File: src/rtl/core/msd_pkg.sv
// MFM sector deframer package: types, codes and the CRC-CCITT byte step.
// Used by every module of the deframer; depends on nothing.
package msd_pkg;

    localparam int HEADER_LEN_DEF   = 12;
    localparam int DATA_TRAILER_DEF = 4;
    localparam int TDATA_W          = 48;

    localparam logic [15:0] SYNC_CELLS = 16'h4489;
    localparam logic [7:0]  MARK_DAM   = 8'hF8;
    localparam logic [7:0]  MARK_DDAM  = 8'hFB;
    localparam logic [7:0]  MARK_IDAM  = 8'hFE;
    localparam logic [7:0]  SYNC_BYTE  = 8'hA1;

    localparam logic [9:0] SHORT_MIN_RST = 10'd15;
    localparam logic [9:0] MID_MIN_RST   = 10'd25;
    localparam logic [9:0] LONG_MIN_RST  = 10'd35;
    localparam logic [9:0] LONG_MAX_RST  = 10'd45;

    localparam logic [1:0] REG_SHORT_MIN = 2'd0;
    localparam logic [1:0] REG_MID_MIN   = 2'd1;
    localparam logic [1:0] REG_LONG_MIN  = 2'd2;
    localparam logic [1:0] REG_LONG_MAX  = 2'd3;

    localparam logic [2:0] KIND_SYNC     = 3'd0;
    localparam logic [2:0] KIND_HDR_GOOD = 3'd1;
    localparam logic [2:0] KIND_HDR_BAD  = 3'd2;
    localparam logic [2:0] KIND_DATA     = 3'd3;
    localparam logic [2:0] KIND_UNEXP    = 3'd4;
    localparam logic [2:0] KIND_UNKNOWN  = 3'd5;

    typedef enum logic [1:0] {
        ST_IDLE,
        ST_MARK,
        ST_HEADER,
        ST_DATA
    } block_state_t;

    typedef enum logic {
        CT_IDLE,
        CT_SCAN
    } ctrl_state_t;

    typedef struct packed {
        logic load;
        logic step;
    } ctrl_cmd_t;

    typedef struct packed {
        logic scan_pending;
        logic emit_pending;
        logic out_busy;
    } ctrl_status_t;

    function automatic logic [15:0] crc_byte(input logic [15:0] crc, input logic [7:0] v);
        logic [15:0] c;
        c = crc ^ {v, 8'h00};
        for (int i = 0; i < 8; i++)
        begin
            c = c[15] ? ({c[14:0], 1'b0} ^ 16'h1021) : {c[14:0], 1'b0};
        end
        return c;
    endfunction

endpackage

File: src/rtl/core/msd_ctrl.sv
// Controller of the MFM sector deframer: takes an item, then steps the
// cell scan one pass per cycle unless a result waits. Depends on msd_pkg.
module msd_ctrl
(
    input  logic                  clk,
    input  logic                  rst_n,
    input  logic                  in_valid,
    output logic                  in_ready,
    input  msd_pkg::ctrl_status_t status,
    output msd_pkg::ctrl_cmd_t    cmd
);

    msd_pkg::ctrl_state_t state_reg, state_next;

    always_ff @(posedge clk or negedge rst_n)
    begin
        if (!rst_n)
            state_reg <= msd_pkg::CT_IDLE;
        else
            state_reg <= state_next;
    end

    always_comb
    begin
        state_next = state_reg;
        in_ready   = 1'b0;
        cmd        = '0;
        unique case (state_reg)
            msd_pkg::CT_IDLE:
            begin
                in_ready = 1'b1;
                if (in_valid)
                begin
                    cmd.load   = 1'b1;
                    state_next = msd_pkg::CT_SCAN;
                end
            end
            msd_pkg::CT_SCAN:
            begin
                if (!status.scan_pending)
                    state_next = msd_pkg::CT_IDLE;
                // hold the pass while its result has no slot
                else if (!(status.emit_pending && status.out_busy))
                    cmd.step = 1'b1;
            end
            default: state_next = msd_pkg::CT_IDLE;
        endcase
    end

endmodule

File: src/rtl/core/msd_datapath.sv
// Datapath of the MFM sector deframer: window compares, cell shifter,
// byte decode, header CRC, field counters and the output register. Uses msd_pkg.
module msd_datapath
#(
    parameter int HEADER_LEN   = msd_pkg::HEADER_LEN_DEF,
    parameter int DATA_TRAILER = msd_pkg::DATA_TRAILER_DEF
)
(
    input  logic                        clk,
    input  logic                        rst_n,
    input  msd_pkg::ctrl_cmd_t          cmd,
    output msd_pkg::ctrl_status_t       status,
    input  logic [15:0]                 interval_ticks,
    input  logic                        cfg_valid,
    input  logic [1:0]                  cfg_index,
    input  logic [9:0]                  cfg_data,
    output logic                        out_valid,
    input  logic                        out_ready,
    output logic [2:0]                  out_kind,
    output logic [msd_pkg::TDATA_W-1:0] out_data,
    output logic                        out_last
);

    localparam logic [10:0] HDR_END = 11'(HEADER_LEN);
    localparam logic [10:0] TRAILER = 11'(DATA_TRAILER);
    localparam logic [15:0] SYNC_CRC = msd_pkg::crc_byte(16'hFFFF, msd_pkg::SYNC_BYTE);

    logic [9:0] short_min_reg, mid_min_reg, long_min_reg, long_max_reg;

    logic [18:0] shifter_reg, shifter_next;
    logic [4:0]  count_reg, count_next;
    msd_pkg::block_state_t bstate_reg, bstate_next;
    logic [2:0]  bitc_reg, bitc_next;
    logic [7:0]  asm_reg, asm_next;
    logic [10:0] fp_reg, fp_next;
    logic [7:0]  hdr_reg [6];
    logic [7:0]  hdr_eff [6];
    logic [5:0]  hdr_we;
    logic [15:0] crc_reg, crc_next;
    logic        armed_reg, armed_next;
    logic [11:0] cyl_reg, cyl_next;
    logic [3:0]  head_reg, head_next;
    logic [7:0]  sec_reg, sec_next;
    logic [1:0]  size_reg, size_next;

    logic        emit;
    logic [2:0]  e_kind;
    logic [7:0]  e_byte;
    logic [10:0] e_index;
    logic        e_last;

    logic        out_valid_reg;
    logic [2:0]  kind_reg;
    logic [7:0]  byte_reg;
    logic [10:0] index_reg;
    logic [11:0] o_cyl_reg;
    logic [3:0]  o_head_reg;
    logic [7:0]  o_sec_reg;
    logic [1:0]  o_size_reg;
    logic        last_reg;

    logic [2:0]  ncells;
    logic [15:0] top;
    logic        bit_in;
    logic [10:0] fp_inc;
    logic [10:0] data_len;
    logic        good;

    always_ff @(posedge clk or negedge rst_n)
    begin
        if (!rst_n)
        begin
            short_min_reg <= msd_pkg::SHORT_MIN_RST;
            mid_min_reg   <= msd_pkg::MID_MIN_RST;
            long_min_reg  <= msd_pkg::LONG_MIN_RST;
            long_max_reg  <= msd_pkg::LONG_MAX_RST;
        end
        else if (cfg_valid)
        begin
            unique case (cfg_index)
                msd_pkg::REG_SHORT_MIN: short_min_reg <= cfg_data;
                msd_pkg::REG_MID_MIN:   mid_min_reg   <= cfg_data;
                msd_pkg::REG_LONG_MIN:  long_min_reg  <= cfg_data;
                msd_pkg::REG_LONG_MAX:  long_max_reg  <= cfg_data;
                default: ;
            endcase
        end
    end

    // first matching window wins
    always_comb
    begin
        priority if (interval_ticks > {6'd0, short_min_reg} && interval_ticks < {6'd0, mid_min_reg})
            ncells = 3'd2;
        else if (interval_ticks > {6'd0, mid_min_reg} && interval_ticks < {6'd0, long_min_reg})
            ncells = 3'd3;
        else if (interval_ticks > {6'd0, long_min_reg} && interval_ticks < {6'd0, long_max_reg})
            ncells = 3'd4;
        else
            ncells = 3'd0;
    end

    always_comb
    begin
        unique case (count_reg[1:0])
            2'd0:    top = shifter_reg[15:0];
            2'd1:    top = shifter_reg[16:1];
            2'd2:    top = shifter_reg[17:2];
            default: top = shifter_reg[18:3];
        endcase
    end

    assign bit_in   = !shifter_reg[count_reg - 5'd1] && shifter_reg[count_reg - 5'd2];
    assign fp_inc   = fp_reg + 11'd1;
    assign data_len = (11'd128 << size_reg) + TRAILER;

    always_comb
    begin
        for (int i = 0; i < 6; i++)
            hdr_eff[i] = (fp_reg == 11'(i)) ? asm_next : hdr_reg[i];
    end

    assign good = hdr_eff[4] == crc_reg[15:8] && hdr_eff[5] == crc_reg[7:0];

    assign status.scan_pending = count_reg >= 5'd16 && count_reg <= 5'd19;
    assign status.emit_pending = emit;
    assign status.out_busy     = out_valid_reg && !out_ready;

    always_comb
    begin
        shifter_next = shifter_reg;
        count_next   = count_reg;
        bstate_next  = bstate_reg;
        bitc_next    = bitc_reg;
        asm_next     = asm_reg;
        fp_next      = fp_reg;
        crc_next     = crc_reg;
        armed_next   = armed_reg;
        cyl_next     = cyl_reg;
        head_next    = head_reg;
        sec_next     = sec_reg;
        size_next    = size_reg;
        hdr_we       = '0;
        emit         = 1'b0;
        e_kind       = msd_pkg::KIND_SYNC;
        e_byte       = 8'd0;
        e_index      = 11'd0;
        e_last       = 1'b0;

        if (cmd.load)
        begin
            if (ncells != 3'd0)
            begin
                shifter_next = (shifter_reg << ncells) | 19'd1;
                count_next   = count_reg + {2'd0, ncells};
            end
        end
        else if (status.scan_pending)
        begin
            if (bstate_reg == msd_pkg::ST_IDLE)
            begin
                if (top == msd_pkg::SYNC_CELLS)
                begin
                    count_next  = count_reg - 5'd16;
                    bstate_next = msd_pkg::ST_MARK;
                    asm_next    = 8'd0;
                    bitc_next   = 3'd0;
                    fp_next     = 11'd0;
                    crc_next    = SYNC_CRC;
                    emit        = 1'b1;
                    e_kind      = msd_pkg::KIND_SYNC;
                end
                else
                    count_next = count_reg - 5'd1;
            end
            else
            begin
                count_next = count_reg - 5'd2;
                asm_next   = {asm_reg[6:0], bit_in};
                bitc_next  = bitc_reg + 3'd1;
                if (bitc_reg == 3'd7)
                begin
                    unique case (bstate_reg)
                        msd_pkg::ST_MARK:
                        begin
                            if (asm_next == msd_pkg::MARK_DAM || asm_next == msd_pkg::MARK_DDAM)
                            begin
                                if (armed_reg)
                                begin
                                    bstate_next = msd_pkg::ST_DATA;
                                    fp_next     = 11'd0;
                                end
                                else
                                begin
                                    bstate_next = msd_pkg::ST_IDLE;
                                    emit        = 1'b1;
                                    e_kind      = msd_pkg::KIND_UNEXP;
                                end
                            end
                            else if (asm_next == msd_pkg::MARK_IDAM)
                            begin
                                bstate_next = msd_pkg::ST_HEADER;
                                crc_next    = msd_pkg::crc_byte(crc_reg, msd_pkg::MARK_IDAM);
                            end
                            else
                            begin
                                bstate_next = msd_pkg::ST_IDLE;
                                armed_next  = 1'b0;
                                emit        = 1'b1;
                                e_kind      = msd_pkg::KIND_UNKNOWN;
                            end
                        end
                        msd_pkg::ST_HEADER:
                        begin
                            for (int i = 0; i < 6; i++)
                                hdr_we[i] = fp_reg == 11'(i);
                            if (fp_reg < 11'd4)
                                crc_next = msd_pkg::crc_byte(crc_reg, asm_next);
                            fp_next = fp_inc;
                            if (fp_inc >= HDR_END)
                            begin
                                size_next = (hdr_eff[3] > 8'd3) ? 2'd3 : hdr_eff[3][1:0];
                                if (good)
                                begin
                                    cyl_next   = {hdr_eff[1][7:4], hdr_eff[0]};
                                    head_next  = hdr_eff[1][3:0];
                                    sec_next   = hdr_eff[2];
                                    armed_next = 1'b1;
                                end
                                else
                                begin
                                    cyl_next   = 12'd0;
                                    head_next  = 4'd0;
                                    sec_next   = 8'd0;
                                    armed_next = 1'b0;
                                end
                                bstate_next = msd_pkg::ST_IDLE;
                                emit        = 1'b1;
                                e_kind      = good ? msd_pkg::KIND_HDR_GOOD
                                                   : msd_pkg::KIND_HDR_BAD;
                            end
                        end
                        msd_pkg::ST_DATA:
                        begin
                            fp_next = fp_inc;
                            emit    = 1'b1;
                            e_kind  = msd_pkg::KIND_DATA;
                            e_byte  = asm_next;
                            e_index = fp_reg;
                            e_last  = fp_inc >= data_len;
                            if (e_last)
                                bstate_next = msd_pkg::ST_IDLE;
                        end
                        default: ;
                    endcase
                end
            end
        end
    end

    always_ff @(posedge clk or negedge rst_n)
    begin
        if (!rst_n)
        begin
            shifter_reg <= '0;
            count_reg   <= '0;
            bstate_reg  <= msd_pkg::ST_IDLE;
            bitc_reg    <= '0;
            asm_reg     <= '0;
            fp_reg      <= '0;
            crc_reg     <= 16'hFFFF;
            armed_reg   <= 1'b0;
            cyl_reg     <= '0;
            head_reg    <= '0;
            sec_reg     <= '0;
            size_reg    <= '0;
        end
        else if (cmd.load || cmd.step)
        begin
            shifter_reg <= shifter_next;
            count_reg   <= count_next;
            bstate_reg  <= bstate_next;
            bitc_reg    <= bitc_next;
            asm_reg     <= asm_next;
            fp_reg      <= fp_next;
            crc_reg     <= crc_next;
            armed_reg   <= armed_next;
            cyl_reg     <= cyl_next;
            head_reg    <= head_next;
            sec_reg     <= sec_next;
            size_reg    <= size_next;
        end
    end

    always_ff @(posedge clk)
    begin
        for (int i = 0; i < 6; i++)
        begin
            if (cmd.step && hdr_we[i])
                hdr_reg[i] <= asm_next;
        end
    end

    always_ff @(posedge clk or negedge rst_n)
    begin
        if (!rst_n)
            out_valid_reg <= 1'b0;
        else if (cmd.step && emit)
            out_valid_reg <= 1'b1;
        else if (out_ready)
            out_valid_reg <= 1'b0;
    end

    always_ff @(posedge clk)
    begin
        if (cmd.step && emit)
        begin
            kind_reg   <= e_kind;
            byte_reg   <= e_byte;
            index_reg  <= e_index;
            o_cyl_reg  <= cyl_next;
            o_head_reg <= head_next;
            o_sec_reg  <= sec_next;
            o_size_reg <= size_next;
            last_reg   <= e_last;
        end
    end

    assign out_valid = out_valid_reg;
    assign out_kind  = kind_reg;
    assign out_last  = last_reg;
    assign out_data  = {3'd0, o_size_reg, o_sec_reg, o_head_reg, o_cyl_reg, index_reg, byte_reg};

endmodule

File: src/rtl/core/mfm_sector_deframer.sv
// MFM sector deframer top level: flux intervals in, sync/header/data items out.
// Ties msd_ctrl and msd_datapath together; uses msd_pkg.
//
// Usage: each item on the s_ side is one flux interval in ticks. It is sorted
// into 2, 3 or 4 MFM cells, or dropped, against the four window registers.
// These are written over the cfg_ channel (index 0 short_min, 1 mid_min,
// 2 long_min, 3 long_max); the user must write them only while the block is
// idle, as the block does not enforce it. The m_ side carries one item for
// each sync, header verdict, mark error or decoded data byte; tuser is the
// kind, tlast marks the final byte of a data field.
// Timing: an item is accepted, scan passes run (one cell hunted, the sync cells
// taken or one cell pair decoded), then the block returns to accept; a result
// appears in the output register on the cycle after the pass that makes it.
// Reset clears the shifter, the state and the window registers to 15/25/35/45.
// When the receiver stalls with a result held, a pass that would make another
// result waits, and the input stays blocked until that pass has gone through.
module mfm_sector_deframer
#(
    parameter int HEADER_LEN   = msd_pkg::HEADER_LEN_DEF,
    parameter int DATA_TRAILER = msd_pkg::DATA_TRAILER_DEF
)
(
    input  logic                        clk,
    input  logic                        rst_n,
    input  logic                        s_tvalid,
    output logic                        s_tready,
    input  logic [15:0]                 s_tdata,   // interval_ticks
    output logic                        m_tvalid,
    input  logic                        m_tready,
    // data_byte, byte_index, cylinder, head_num, sector_num, size_code, zero pad
    output logic [msd_pkg::TDATA_W-1:0] m_tdata,
    output logic [2:0]                  m_tuser,   // kind
    output logic                        m_tlast,   // last
    input  logic                        cfg_valid,
    output logic                        cfg_ready,
    input  logic [1:0]                  cfg_index,
    input  logic [9:0]                  cfg_data
);

    msd_pkg::ctrl_cmd_t    cmd;
    msd_pkg::ctrl_status_t status;

    assign cfg_ready = 1'b1;

    msd_ctrl u_ctrl
    (
        .clk      (clk),
        .rst_n    (rst_n),
        .in_valid (s_tvalid),
        .in_ready (s_tready),
        .status   (status),
        .cmd      (cmd)
    );

    msd_datapath
    #(
        .HEADER_LEN   (HEADER_LEN),
        .DATA_TRAILER (DATA_TRAILER)
    )
    u_datapath
    (
        .clk            (clk),
        .rst_n          (rst_n),
        .cmd            (cmd),
        .status         (status),
        .interval_ticks (s_tdata),
        .cfg_valid      (cfg_valid),
        .cfg_index      (cfg_index),
        .cfg_data       (cfg_data),
        .out_valid      (m_tvalid),
        .out_ready      (m_tready),
        .out_kind       (m_tuser),
        .out_data       (m_tdata),
        .out_last       (m_tlast)
    );

endmodule

File: config.mk
export PLATFORM = sky130hd
export DESIGN_NAME = mfm_sector_deframer
export DESIGN_NICKNAME = d
export VERILOG_FILES = /design/src/rtl/core/msd_pkg.sv /design/src/rtl/core/msd_ctrl.sv /design/src/rtl/core/msd_datapath.sv /design/src/rtl/core/mfm_sector_deframer.sv
export SDC_FILE = /design/constraint.sdc
export NUM_CORES = 1
export LEC_CHECK = 0
export ABC_AREA = 1
export BUFFER_PORTS_ARGS = -buffer_cell sky130_fd_sc_hd__buf_2
export CAP_MARGIN = 20
export CORE_ASPECT_RATIO = 0.7
export CORE_MARGIN = 3
export CORE_UTILIZATION = 60
export DETAILED_ROUTE_END_ITERATION = 10
export GPL_TIMING_DRIVEN = 0
export PLACE_DENSITY = 0.78
export SETUP_SLACK_MARGIN = 0.3
export SLEW_MARGIN = 20
export SYNTH_ARGS = -nofsm -noshare
export SYNTH_HDL_FRONTEND = slang
export SYNTH_SLANG_ARGS = --single-unit
File: constraint.sdc
create_clock -name clk -period 10.24 [get_ports clk]
set_input_delay 1.536 -clock clk [delete_from_list [all_inputs] [get_ports clk]]
set_output_delay 1.536 -clock clk [all_outputs]
set_load 0.03 [all_outputs]
# [Yosys cells after proc, flatten, opt, wreduce, memory -nomap -nowiden]
# Memories as Yosys holds them, arrays and structs flattened.
# Index checks and enable logic that the tools add are counted.
[word_totals] register_bits=182 ram_bits=48 input_bits=33 out_inout_bits=55 wordCells=310 mem_count=1
[memory_table] name="u_datapath.hdr_reg" depth=6 word_bits=8 read_ports=6 rd_clocked_by_memory_dff=0 wr=1 line_no="msd_datapath.sv:36" source="logic [7:0] hdr_reg [6];"
[op_classes] n_addsub=7 order_cmp=14 eq_ne=32 shift=2 mux=154 bitwise=24 n_reduce_logical=50
[ops] cell="13-bit 2-to-1 mux" count=16
[ops] cell="8-bit 2-to-1 mux" count=22
[ops] cell="16-bit 2-to-1 mux" count=6
[ops] cell="12-bit 2-to-1 mux" count=7
[ops] cell="11-bit 2-to-1 mux" count=5
[ops] cell="16-bit by 10-bit > comparator with 1-bit output" count=3
[ops] cell="16-bit by 10-bit less-than comparator with 1-bit output" count=3
[ops] cell="3-bit NOT" count=16
[ops] cell="16-bit one-hot mux with 3 select lines" count=1
[ops] cell="3-bit 2-to-1 mux" count=14
[ops] cell="1-bit 2-to-1 mux" count=41
[ops] cell="8-bit OR reduction" count=5
[ops] cell="2-bit 2-to-1 mux" count=16
[ops] cell="16-bit one-hot mux with 2 select lines" count=1
[ops] cell="6-bit 2-to-1 mux" count=5
[ops] cell="4-bit 2-to-1 mux" count=7
[ops] cell="5-bit 2-to-1 mux" count=5
[ops] cell="8-bit == test, second input constant" count=3
[ops] cell="11-bit by 2-bit == test with 1-bit output, second input constant" count=2
[ops] cell="11-bit by 3-bit == test with 1-bit output, second input constant" count=2
[ops] cell="11-bit one-hot mux with 2 select lines" count=1
[ops] cell="19-bit by 3-bit left shift with 19-bit output" count=1
[ops] cell="3-bit by 1-bit != test with 1-bit output, second input constant" count=6
[ops] cell="9-bit AND reduction" count=2
[ops] cell="47 further kinds" count=93

# [Logic depth before layout (Yosys ltp)]
# Gate-level depths: netlist of the first run.
[depth] ltp_word=26 depth_mapped=30 mapped_depth_nobuf=25

# [By module]
# From an unflattened synthesis of the first run, not the netlist that was laid out.
[unflattened] hier_cells=1655 area_unflattened_um2=13594.3
[modules_own_cells] module="msd_datapath" instances=1 cells_per_inst=1644 area_each_um2=13525.5 seq_area_each_um2=6253.5
[modules_own_cells] module="msd_ctrl" instances=1 cells_per_inst=9 area_each_um2=57.6 seq_area_each_um2=25.0
[modules_own_cells] module="mfm_sector_deframer" instances=1 cells_per_inst=2 area_each_um2=11.3 seq_area_each_um2=0.0

# [Worst setup path before layout of the first run]
# No wires, ideal clock.
[synth_path] kind="input -> register" from="in s_tdata[1]" to="reg u_datapath.count_reg[3]" setup_time_ns=0.117 arrival_time_ns=4.139 required_ns=10.123 slack_ns=5.984 cell_stages=22 path_buffers=1 path_cell_list="ha_1 inv_1 nor2_1 nor2_1 o21a_1 o221ai_1 nand2_1 nand3_1 nand3_1 inv_1 nor2_1 clkinv_1 clkbuf_1 ha_1 nand2_1 nand2_1 a21oi_1 o21ai_0 a21oi_1 a211o_1 nand3_1 nand2_1"
[synth_between] elab_chain_len=8 elab_cells_between_ends=18 cone_classes="add/sub: 1; order compare: 6; eq/ne: 1; mux: 5; reduce/logical: 5"
[synth_lines] item="from (decl)" line_no="mfm_sector_deframer.sv:27" source="input logic [15:0] s_tdata,"
[synth_lines] item="16-bit by 10-bit > comparator with 1-bit output / 16-bit by 10-bit less-than comparator with 1-bit output (equally long branches)" line_no="msd_datapath.sv:97" source="else if (interval_ticks > {6'd0, long_min_reg} && interval_ticks < {6'd0, long_max_reg})"
[synth_lines] item="1-bit logical AND" line_no="msd_datapath.sv:97"
[synth_lines] item="3-bit 2-to-1 mux" line_no="msd_datapath.sv:97"
[synth_lines] item="3-bit 2-to-1 mux" line_no="msd_datapath.sv:95" source="else if (interval_ticks > {6'd0, mid_min_reg} && interval_ticks < {6'd0, long_min_reg})"
[synth_lines] item="3-bit 2-to-1 mux (*)" line_no="msd_datapath.sv:93" source="priority if (interval_ticks > {6'd0, short_min_reg} && interval_ticks < {6'd0, mid_min_reg})"
[synth_lines] item="5-bit by 3-bit adder with 5-bit output / 3-bit nonzero test (equally long branches)" line_no="msd_datapath.sv:155, msd_datapath.sv:152"
[synth_lines] item="5-bit 2-to-1 mux / 2-bit != test (equally long branches)"
[synth_lines] item="5-bit 2-to-1 mux / 3-bit AND reduction (equally long branches)"
[synth_lines] item="to (signal assigned)" line_no="msd_datapath.sv:281" source="count_reg <= count_next;"
[synth_lines] item="to (decl)" line_no="msd_datapath.sv:31" source="logic [4:0] count_reg, count_next;"
# Mark *: on every way between the ends. The rest lies on a longest branch, timed or not. The select of a mux whose other input is x is not followed.
# A chain may end at the register's enable or synchronous reset.

# [Worst setup path after layout of the first run]
[layout_path] from="reg u_datapath.count_reg[1]" to="mem u_datapath.hdr_reg[3][0] (enable)"
[layout_between] elab_chain_len=26 elab_cells_between_ends=67 cone_classes="add/sub: 2; order compare: 2; eq/ne: 6; mux: 40; reduce/logical: 17"
[layout_lines] item="5-bit by 1-bit subtractor with 5-bit output" line_no="msd_datapath.sv:113" source="assign bit_in = !shifter_reg[count_reg - 5'd1] && shifter_reg[count_reg - 5'd2];"
[layout_lines] item="1-bit binary-select mux with 5-bit select" line_no="msd_datapath.sv:113"
[layout_lines] item="1-bit 2-to-1 mux (not written as such)" line_no="msd_datapath.sv:113"
[layout_lines] item="1-bit zero test" line_no="msd_datapath.sv:113"
[layout_lines] item="1-bit logical AND" line_no="msd_datapath.sv:113"
[layout_lines] item="8-bit == test (on tied branches)" line_no="msd_datapath.sv:200, msd_datapath.sv:186"
[layout_lines] item="1-bit 2-to-1 mux / 1-bit logical OR (equally long branches)" line_no="msd_datapath.sv:200, msd_datapath.sv:186"
[layout_lines] item="1-bit 2-to-1 mux" line_no="msd_datapath.sv:186" source="if (asm_next == msd_pkg::MARK_DAM || asm_next == msd_pkg::MARK_DDAM)"
[layout_lines] item="(+6 left out)"
[layout_lines] item="1-bit 2-to-1 mux" line_no="msd_ctrl.sv:43" source="else if (!(status.emit_pending && status.out_busy))"
[layout_lines] item="1-bit 2-to-1 mux" line_no="msd_ctrl.sv:40" source="if (!status.scan_pending)"
[layout_lines] item="1-bit 2-to-1 mux" line_no="msd_ctrl.sv:28" source="unique case (state_reg)"
[layout_lines] item="1-bit logical AND" line_no="msd_datapath.sv:299" source="if (cmd.step && hdr_we[i])"
[layout_lines] item="1-bit 2-to-1 mux" line_no="msd_datapath.sv:299"
[layout_lines] item="1-bit 2-to-1 mux (not written as such)" line_no="msd_datapath.sv:300" source="hdr_reg[i] <= asm_next;"
[layout_lines] item="8-bit OR reduction (no source line)"
[layout_lines] item="3-bit 2-to-1 mux (no source line) / 1-bit 2-to-1 mux (equally long branches) (5 in a row)"
[layout_lines] item="to (decl)" line_no="msd_datapath.sv:36"
# Several ways; a longest one is shown, not always the timed one. The select of a mux whose other input is x is not followed.

==> results of run 1 <==
==> logic make-up after synthesis <==
| family | Yosys count |
|---|---|
| AOI/OAI and AO/OA | 274 |
| xor gates and xnor gates | 26 |
| adders and majority gates | 67 |
| buffers and inverters | 306 |
| DFF | 230 |
| muxes | 1 |
| other | 2 |
| and+or+nand+nor | 936 |
==> critical path: stages (launching register included) <==
cell	delay, ps
dfrtp_1	500
clkbuf_2	290
inv_1	260
ha_1	510
inv_1	170
a21oi_1	140
o21ai_0	100
nand3_1	90
nand3_1	80
nand3_1	170
nand3_2	180
nand2_1	150
nand3_2	100
nand2_1	120
nand2_1	60
nand2_1	80
nand2_1	70
nand2_1	80
nand2_2	80
nand3_4	100
nand2_4	70
inv_1	120
nand2_1	210
nor2_1	700
==> metal layers <==
metal	up-vias	part of all wire
met5	-	0.00042
met4	2	0.020
met3	78	0.12
met2	681	0.40
met1	6198	0.46
li1	6276	-
==> metrics by stage <==
step	hold slack, ps	setup slack [ps]	power (mW)	cells	instance area, sq um
after CTS	482	5560	2.93	2282	16000
after global routing	505	5120	3.12	2282	16000
after detailed placement	465	5010	2.12	2241	15300
after floorplan	449	5980	1.83	1844	14400
final	479	5410	2.96	2282	16000
after global placement	461	4980	2.08	2239	15200
==> path summary, 6_finish.rpt <==
kind                                                          end                                 from  cells past startpoint  slack, ps
max in group asynchronous      u_datapath.head_reg[0]$_DFFE_PN0P_                                rst_n                      2       8520
min in group asynchronous  u_datapath.long_min_reg[3]$_DFFE_PN0P_                                rst_n                      1        890
min reg2reg                     u_datapath.cyl_reg[5]$_DFFE_PN0P_    u_datapath.cyl_reg[5]$_DFFE_PN0P_                      2        480
max                            u_datapath.hdr_reg[3][0]$_DFFE_PP_  u_datapath.count_reg[1]$_DFFE_PN0P_                     23       5410
max reg2reg                    u_datapath.hdr_reg[3][0]$_DFFE_PP_  u_datapath.count_reg[1]$_DFFE_PN0P_                     23       5410
min                             u_datapath.cyl_reg[5]$_DFFE_PN0P_    u_datapath.cyl_reg[5]$_DFFE_PN0P_                      2        480
==> power by group <==
| part | internal, mW | switching [mW] | total [mW] | leakage [nW] |
|---|---|---|---|---|
| Sequential | 1.05 | 0.0728 | 1.13 | 2.65 |
| Clock | 0.450 | 0.367 | 0.817 | 0.337 |
| Combinational | 0.328 | 0.688 | 1.02 | 4.68 |
==> cell type report <==
| cell class | instances | area share |
|---|---|---|
| Timing Repair Buffer | 85 | 0.0295 |
| Clock inverter | 9 | 0.00508 |
| Sequential cell | 230 | 0.392 |
| Multi-Input combinational cell | 1308 | 0.427 |
| Inverter | 215 | 0.0504 |
| Clock buffer | 32 | 0.0387 |
| Buffer | 91 | 0.0331 |
| Tap cell | 312 | 0.0244 |
==> synth_stat cells, drive strengths merged <==
master   instances
o2111ai          3
nor3            13
dfstp           30
edfxtp          97
a31oi            6
o31ai            2
inv            212
a221oi           2
xor2            19
o211ai          44
o21a             1
o21ai          141
nor2           114
a211oi           2
ha              66
fa               1
clkbuf          33
a211o            2
mux2             1
nor4            13
o22ai            2
a21o             1
nand3          130
o221ai           4
dfrtp          103
clkinv           3
buf             58
xnor2            7
conb             2
a21boi           5
nand4           45
and3             2
nand2          594
a21oi           57
o21bai           1
or2             18
o32ai            1
nand3b           7
==> impl_results.md, run 1 <==
* Total GRT Usage at 0.315
* Crit path required time at 10380 ps
* Vias in the first global route at 12100
* Sequential area share after synthesis at 0.435
* Area added between synthesis and finish at 11.0%
* DR WL/cell at 17.9 um
* Hold Buf Count CTS at 0
* Yosys top cell by area: edfxtp_1
* Share of post-route cells with drive strength above 1 at 0.144
* Row Count at 46
* Critical path class: flop to flop
* Cells after synthesis at 1842
* CTS clk-pin slew, worst paths at 70 ps
* # resized after CTS at 0
* Final setup violating endpoints at 0
* Drt initial violations at 1781
* Final hold vios at 0
* Avg Inst Size Synth at 7.83 sq um
* Worst slew margin at 0.211
* XOR/XNOR Fraction of Synth Area at 0.0158
* CP Max Fanout at 12
* Worst path arrival time at 4970 ps
* Actual slew at the worst max-slew pin at 1170 ps
* Max FFs per register at 48
* Cell Area, Synth at 0.0144 sq mm
* Met2 Use GR at 0.442
* Drt first pass iters at 8
* Mux cell area share after synthesis at 0.000780
* Synth Area in Adders at 0.0586
* First-pass GRT wire length at 65.0 mm
* GRT busiest layer: met1
* Area of the multi-input gates at 0.00683 sq mm
* Clock tree from TritonCTS: built
* Clk root buf: clkbuf_16
* Min-delay worst type: flop to flop
* Ranking of synthesized cells by area: edfxtp_1 20%, dfrtp_1 18%, nand2_1 15%
* Die area at 0.0260 sq mm
* PwrDens at 185 mW/mm^2
* Status: completed
* Largest net degree at the start of global routing at 87
* Die Y-Extent at 136 um
* Compound-Gate Fraction of Synth Area at 0.109
* Initial antenna violation count at 1
* Gp weighted congestion at 0.990
* Vias at 13200
* Largest family of logic cells by synthesized area: simple AND/OR/NAND/NOR gates
* Commonest non-fill, non-tap cells in the layout: 567 x nand2_1, 201 x inv_1, 126 x nand3_1, 124 x o21ai_0, 115 x buf_2
* GR Util met1 at 0.501
* Register area at 0.00628 sq mm
* Worst setup EP type: flop
* Final period util at 0.472
* Clock Sinks at 230
* Clk_lat worst skew at 540 ps
* Post-synth top area share at 0.202
* Ports at 88
* Yosys warning total at 0
* Setup bufs post-CTS at 0
* Max-slew violations at 0
* FILL cells at 1946
* Fmax at 207 MHz
* Minimum clock period at 4830 ps
* Lkg Pwr at 7.67 nW
* Final wirelength at 40.8 mm
* Clk buf depth at 3
* DRC violations left at 0
* Max_cap viols at 0
* Core Util, Final at 0.692
* Area of the core at 0.0231 sq mm
* Clk_skew at 34.0 ps
* DIE WIDTH at 191 um
* Critical path startpoint category: flop
* Simple logic cell fraction of the synthesized area at 0.288
* I/O Buffers at 83
* Diode count at 0
* Nets at 2054
* Detailed Place HPWL at 30.5 mm
* Distinct cells, synth at 58
* H-tree levels at 1
* Vias per cell at 5.80
* Initial core utilization at 0.624
* VDD IR max at 134 uV
* Flops & latches, synth at 230
* Grt met3 use at 0.0721
* Grt total ovfl at 0
* RSZ-0062 raised after global routing: false
* Setup TNS at 0 ps
* Most common cell after layout, fill and taps aside: nand2_1
* Num CTS Buffers at 23
* Post-DRT Antenna Nets at 0
Note: power is estimated with default switching activity, not from simulation.
==> run 2, diff against run 1 <==
--- a/config.mk
+++ b/config.mk
@@ -10,10 +10,10 @@
 export CAP_MARGIN = 20
 export CORE_ASPECT_RATIO = 0.7
 export CORE_MARGIN = 3
-export CORE_UTILIZATION = 60
+export CORE_UTILIZATION = 56
 export DETAILED_ROUTE_END_ITERATION = 10
 export GPL_TIMING_DRIVEN = 0
-export PLACE_DENSITY = 0.78
+export PLACE_DENSITY = 0.76
 export SETUP_SLACK_MARGIN = 0.3
 export SLEW_MARGIN = 20
 export SYNTH_ARGS = -nofsm -noshare
==> constraint.sdc (replaced) <==
create_clock -name clk -period 4.2 [get_ports clk]
set_input_delay 0.63 -clock clk [delete_from_list [all_inputs] [get_ports clk]]
set_output_delay 0.63 -clock clk [all_outputs]
set_load 0.03 [all_outputs]
==> run 2 against run 1 <==
Effect of this change:
- combinational power rose to 2.8 times the previous value
- sequential cell count unchanged
- sequential power up 140%
- die area up 6.9%
- hold slack worse by 180 ps
- clock skew down 11 ps
- critical path type unchanged
- via count up 2.3%
- register-to-register slack worse by 5000 ps
- sequential share of layout area down 2.0 points
- non-clock buffer count up 37
- critical endpoint is now u_datapath.byte_reg[6]$_SDFFCE_PP0P_
- critical path depth up 6
- utilization down 1.7 points
==> impl_results.md, run 2 (synthesis results as in run 1) <==
* Status: completed
* Die Y-Extent at 140 um
* R2r worst-path depth at 29
* Diode count at 0
* RSZ-0062 raised after global routing: true
* Setup TNS at 0 ps
* Final hold slack at 302 ps
* Die area at 0.0278 sq mm
* Actual slew at the worst max-slew pin at 1120 ps
* R2r startpoint: u_datapath.count_reg[1]$_DFFE_PN0P_
* DIE WIDTH at 198 um
* VDD IR max at 339 uV
* Clk_lat worst skew at 540 ps
* Fmax at 262 MHz
* Clk buf depth at 3
* Max_cap viols at 0
* Final period util at 0.910
* Slowest stage delay, CP at 400 ps
* Hold Path End: u_datapath.out_valid$_DFFE_PN0P_
* Final hold vios at 0
* Hold depth at 2
* Worst slew margin at 0.245
* Initial antenna violation count at 0
* Vias at 13500
* Finished Cell Area at 0.0169 sq mm
* Vias per cell at 5.79
* CTS clk-pin slew, worst paths at 70 ps
* Area of the core at 0.0250 sq mm
* Post-DRT Antenna Nets at 0
* Critical path startpoint category: flop
* Worst path arrival time at 4130 ps
* Num CTS Buffers at 24
* Area added between synthesis and finish at 16.9%
* First-pass GRT wire length at 65.9 mm
* Clock tree from TritonCTS: built
* Clock Sinks at 230
* H-tree levels at 1
* Drt first pass iters at 5
* PwrDens at 466 mW/mm^2
* Nets at 2095
* Lkg Pwr at 8.03 nW
* DRC violations left at 0
* Grt total ovfl at 0
* Row Count at 48
* Max FFs per register at 48
* Total GRT Usage at 0.298
* Min-delay worst type: input pin to flop
* Initial core utilization at 0.578
* Share of post-route cells with drive strength above 1 at 0.186
* Crit path required time at 4500 ps
* I/O Buffers at 83
* RR Endpoint: u_datapath.byte_reg[6]$_SDFFCE_PP0P_
* Minimum clock period at 3820 ps
* Critical path class: flop to flop
* Gp weighted congestion at 0.988
* Largest net degree at the start of global routing at 98
* Clk root buf: clkbuf_16
* Detailed Place HPWL at 29.8 mm
* CP Max Fanout at 7
* Final setup violating endpoints at 0
* Ports at 88
* Final wirelength at 42.3 mm
* Commonest non-fill, non-tap cells in the layout: 557 x nand2_1, 197 x inv_1, 123 x o21ai_0, 122 x nand3_1, 115 x buf_2
* CP max stage cell: dfrtp_2
* Reg2reg setup slack at 380 ps
* Hold Crit Start: m_tready
* Most common cell after layout, fill and taps aside: nand2_1
* Max-slew violations at 0
* FILL cells at 2051
* Area after DPL at 0.0153 sq mm
* Vias in the first global route at 12300
* Clk_skew at 22.8 ps
* DR WL/cell at 18.1 um
* Drt initial violations at 1623
* Worst setup EP type: flop
run 2: changes by cell type in the layout (fill, tap and decap cells not counted), sizes merged:
| cell | before | now |
|---|---|---|
| buf | 143 | 177 |
| bufinv | 1 | 4 |
| clkinvlp | 2 | 7 |
| clkinv | 7 | 11 |
| dlygate4sd3 | 0 | 1 |
| clkbuf | 65 | 63 |
| inv | 214 | 212 |
run 2: worst max-delay path by stage:
stage / end / slack, ps / start / cells after the start
floorplan: u_datapath.byte_reg[0]$_SDFFCE_PP0P_ / 420 / u_datapath.count_reg[1]$_DFFE_PN0P_ / 22
global placement: u_datapath.index_reg[4]$_SDFFCE_PP0P_ / -690 / u_datapath.count_reg[1]$_DFFE_PN0P_ / 22
detailed placement: u_datapath.index_reg[7]$_SDFFCE_PP0P_ / -860 / u_datapath.count_reg[1]$_DFFE_PN0P_ / 22
CTS: u_datapath.index_reg[0]$_SDFFCE_PP0P_ / 310 / u_datapath.count_reg[1]$_DFFE_PN0P_ / 24
global route: u_datapath.o_cyl_reg[3]$_DFFE_PP_ / 170 / u_datapath.count_reg[1]$_DFFE_PN0P_ / 29
finish: u_datapath.byte_reg[6]$_SDFFCE_PP0P_ / 380 / u_datapath.count_reg[1]$_DFFE_PN0P_ / 29
run 2: report_power, final:
part | internal, mW | switching [mW] | total, mW
logic | 1.02 | 1.83 | 2.84
clock network | 1.35 | 0.921 | 2.27
registers | 2.57 | 0.179 | 2.75
total | 4.94 | 2.93 | 7.86
run 2: per-layer routing:
metal  part of all wire  global-route usage
met3               0.13              0.0926
met1               0.44               0.462
met2               0.41               0.413
met4              0.017              0.0566
met5                  0                   0
run 2: metrics by stage:
stage,power (mW),worst slack [ps],cells,utilization
after global placement,5.09,-686,2252,0.611
after CTS,7.49,312,2316,0.657
after detailed placement,5.15,-859,2253,0.613
final,7.86,376,2338,0.675
after floorplan,4.46,419,1844,-
after global routing,8.28,166,2338,0.675
run 2: critical path: cells and delay by family (launching register included):
family | cells | cell delay, ps
DFF | 1 | 400
buffers and inverters | 10 | 1230
and+or+nand+nor | 17 | 1460
xor gates and xnor gates | 1 | 230
adders and majority gates | 1 | 230
run 2: cell type report:
cell class | count | area (sq um) | share of cell area
clock buffer | 28 | 647 | 0.0383
timing repair buffer | 122 | 867 | 0.0514
tap | 325 | 407 | 0.0241
sequential | 230 | 6280 | 0.372
multi-input combinational | 1308 | 7090 | 0.420
timing repair inverter | 3 | 22.5 | 0.00133
buffer | 91 | 553 | 0.0328
clock inverter | 16 | 186 | 0.0110
inverter | 215 | 826 | 0.0489
run 2: what timing repair did:
action / 4_1_cts / 5_1_grt
pin swaps: 4 / 12
hold endpoints to repair: 36 / 0
resized for setup: 30 / 64
setup endpoints to repair: 191 / 196
gates cloned: 3 / 3
hold buffers: 1 / 0
setup buffers: 15 / 19
==> run 3, diff against run 2 <==
--- a/config.mk
+++ b/config.mk
@@ -10,10 +10,11 @@
 export CAP_MARGIN = 20
 export CORE_ASPECT_RATIO = 0.7
 export CORE_MARGIN = 3
-export CORE_UTILIZATION = 56
+export CORE_UTILIZATION = 58
+export CTS_BUF_LIST = sky130_fd_sc_hd__clkbuf_4
 export DETAILED_ROUTE_END_ITERATION = 10
 export GPL_TIMING_DRIVEN = 0
-export PLACE_DENSITY = 0.76
+export PLACE_DENSITY = 0.79
 export SETUP_SLACK_MARGIN = 0.3
 export SLEW_MARGIN = 20
 export SYNTH_ARGS = -nofsm -noshare
==> run 3 against run 2 <==
Effect of this change:
- sequential share of layout area grew 0.24 points
- hold slack lost 130 ps
- sequential power is essentially flat
- critical path depth shrank 3
- via count grew 1.9%
- maximum frequency grew 0.74%
- combinational power shrank 2%
- die area shrank 3.3%
- sequential cell count is the same
- clock-buffer cell count grew 51
- clock skew grew 47 ps
- utilization grew 2.2 points
- critical path type unchanged
- critical endpoint is now u_datapath.byte_reg[4]$_SDFFCE_PP0P_
- largest cell class unchanged
- highest routed layer unchanged
==> impl_results.md, run 3 (synthesis results as in run 1) <==
* Clk root buf: clkbuf_4
* R2r startpoint: u_datapath.count_reg[1]$_DFFE_PN0P_
* Lkg Pwr at 8.04 nW
* VDD IR max at 243 uV
* Max_cap viols at 0
* Critical path startpoint category: flop
* Die Y-Extent at 138 um
* Final hold slack at 167 ps
* Ports at 88
* Initial core utilization at 0.600
* RR Endpoint: u_datapath.byte_reg[4]$_SDFFCE_PP0P_
* Worst setup EP type: flop
* CP dominant cell by count: nand2_1
* Share of post-route cells with drive strength above 1 at 0.203
* First-pass GRT wire length at 66.0 mm
* Row Count at 47
* DRC violations left at 0
* Grt total ovfl at 0
* Actual slew at the worst max-slew pin at 1180 ps
* CP Max Fanout at 7
* Vias at 13800
* Die area at 0.0268 sq mm
* Status: completed
* Vias in the first global route at 12400
* Detailed Place HPWL at 30.2 mm
* Vias per cell at 5.76
* Drt first pass iters at 6
* Nets at 2131
* Gp weighted congestion at 0.962
* Clock Sinks at 230
* Area of the core at 0.0241 sq mm
* Most common cell after layout, fill and taps aside: nand2_1
* Post-DRT Antenna Nets at 0
* Reg2reg setup slack at 400 ps
* Minimum clock period at 3800 ps
* Hold depth at 2
* CP max stage cell: dfrtp_2
* Min-delay worst type: input pin to flop
* Largest net degree at the start of global routing at 92
* Slowest stage delay, CP at 370 ps
* Num CTS Buffers at 57
* Final setup violating endpoints at 0
* Area added between synthesis and finish at 16.2%
* Final period util at 0.904
* Clk_skew at 69.5 ps
* Clk buf depth at 3
* H-tree levels at 2
* Drt initial violations at 1727
* I/O Buffers at 83
* DR WL/cell at 18.0 um
* FILL cells at 1953
* Final wirelength at 43.0 mm
* Initial antenna violation count at 1
* Max FFs per register at 48
* DIE WIDTH at 195 um
* Worst slew margin at 0.205
* PwrDens at 441 mW/mm^2
* Crit path required time at 4610 ps
* Setup TNS at 0 ps
* Hold Crit Start: m_tready
* CTS clk-pin slew, worst paths at 80 ps
* Hold Path End: u_datapath.out_valid$_DFFE_PN0P_
* Critical path class: flop to flop
* Max-slew violations at 0
* R2r worst-path depth at 26
* Commonest non-fill, non-tap cells in the layout: 561 x nand2_1, 196 x inv_1, 121 x nand3_1, 121 x o21ai_0, 117 x buf_2
* Fmax at 263 MHz
* Total GRT Usage at 0.310
* RSZ-0062 raised after global routing: true
* Worst path arrival time at 4210 ps
* Clock tree from TritonCTS: built
* Final hold vios at 0
* Clk_lat worst skew at 740 ps
run 3: area by class of cell:
class                   count  area (sq um)  area share
multi-input cells        1308          7060       0.421
diodes                      2          5.00    0.000298
clock inverters            25           131     0.00783
inverters                 215           827      0.0493
well taps                 318           398      0.0237
clock buffers              79           593      0.0354
repair buffers            125           897      0.0535
flip-flops and latches    230          6280       0.375
plain buffers              91           551      0.0328
repair inverters            3          22.5     0.00134
run 3: worst max-delay path by stage:
stage | startpoint | end | slack, ps | cells past startpoint
global route | u_datapath.short_min_reg[1]$_DFFE_PN1P_ | u_datapath.count_reg[3]$_DFFE_PN0P_ | 260 | 20
global placement | u_datapath.count_reg[1]$_DFFE_PN0P_ | u_datapath.index_reg[5]$_SDFFCE_PP0P_ | -750 | 22
CTS | u_datapath.count_reg[0]$_DFFE_PN0P_ | u_datapath.o_cyl_reg[2]$_DFFE_PP_ | 310 | 24
detailed placement | u_datapath.count_reg[1]$_DFFE_PN0P_ | u_datapath.index_reg[4]$_SDFFCE_PP0P_ | -820 | 22
floorplan | u_datapath.count_reg[1]$_DFFE_PN0P_ | u_datapath.byte_reg[0]$_SDFFCE_PP0P_ | 420 | 22
finish | u_datapath.count_reg[1]$_DFFE_PN0P_ | u_datapath.byte_reg[4]$_SDFFCE_PP0P_ | 400 | 26
run 3: timing repair:
action | in CTS | in global routing
setup buffers | 18 | 19
hold endpoints to repair | 42 | 0
endpoints found under the setup margin | 189 | 187
pin swaps | 5 | 11
hold buffers | 1 | 0
cloned | 3 | 3
resized for setup | 33 | 57
run 3: per-layer routing:
metal  share of wire  up-vias  GRT usage
met2            0.41      808      0.443
met3            0.13      101     0.0746
met1            0.44     6396      0.469
li1                -     6484          -
met5               0        -          0
met4           0.025        0     0.0917
run 3: stage by stage:
step	total power, mW	instance area [sq um]	utilization	setup WS [ps]	std cells
3_3_place_gp	5.08	15300	0.634	-753	2245
4_1_cts	7.09	16300	0.679	314	2372
3_5_place_dp	5.14	15300	0.636	-818	2246
2_1_floorplan	4.46	14400	-	419	1844
5_1_grt	7.83	16800	0.697	262	2396
6_report	7.39	16800	0.697	405	2396
run 3: critical path, delay by kind of cell (launching register included):
family / cells / cell delay [ps]
AND/OR/NAND/NOR: 15 / 1430
buffers and inverters: 8 / 1100
flip-flops: 1 / 370
adder cells (fa/ha/maj): 1 / 310
AO/OA/AOI/OAI: 2 / 250
run 3: power breakdown:
group          internal (mW)  total, mW  switching, mW
registers               2.57       2.75          0.177
clock network          0.936       1.88          0.941
logic                  0.969       2.77           1.80
total                   4.47       7.39           2.92
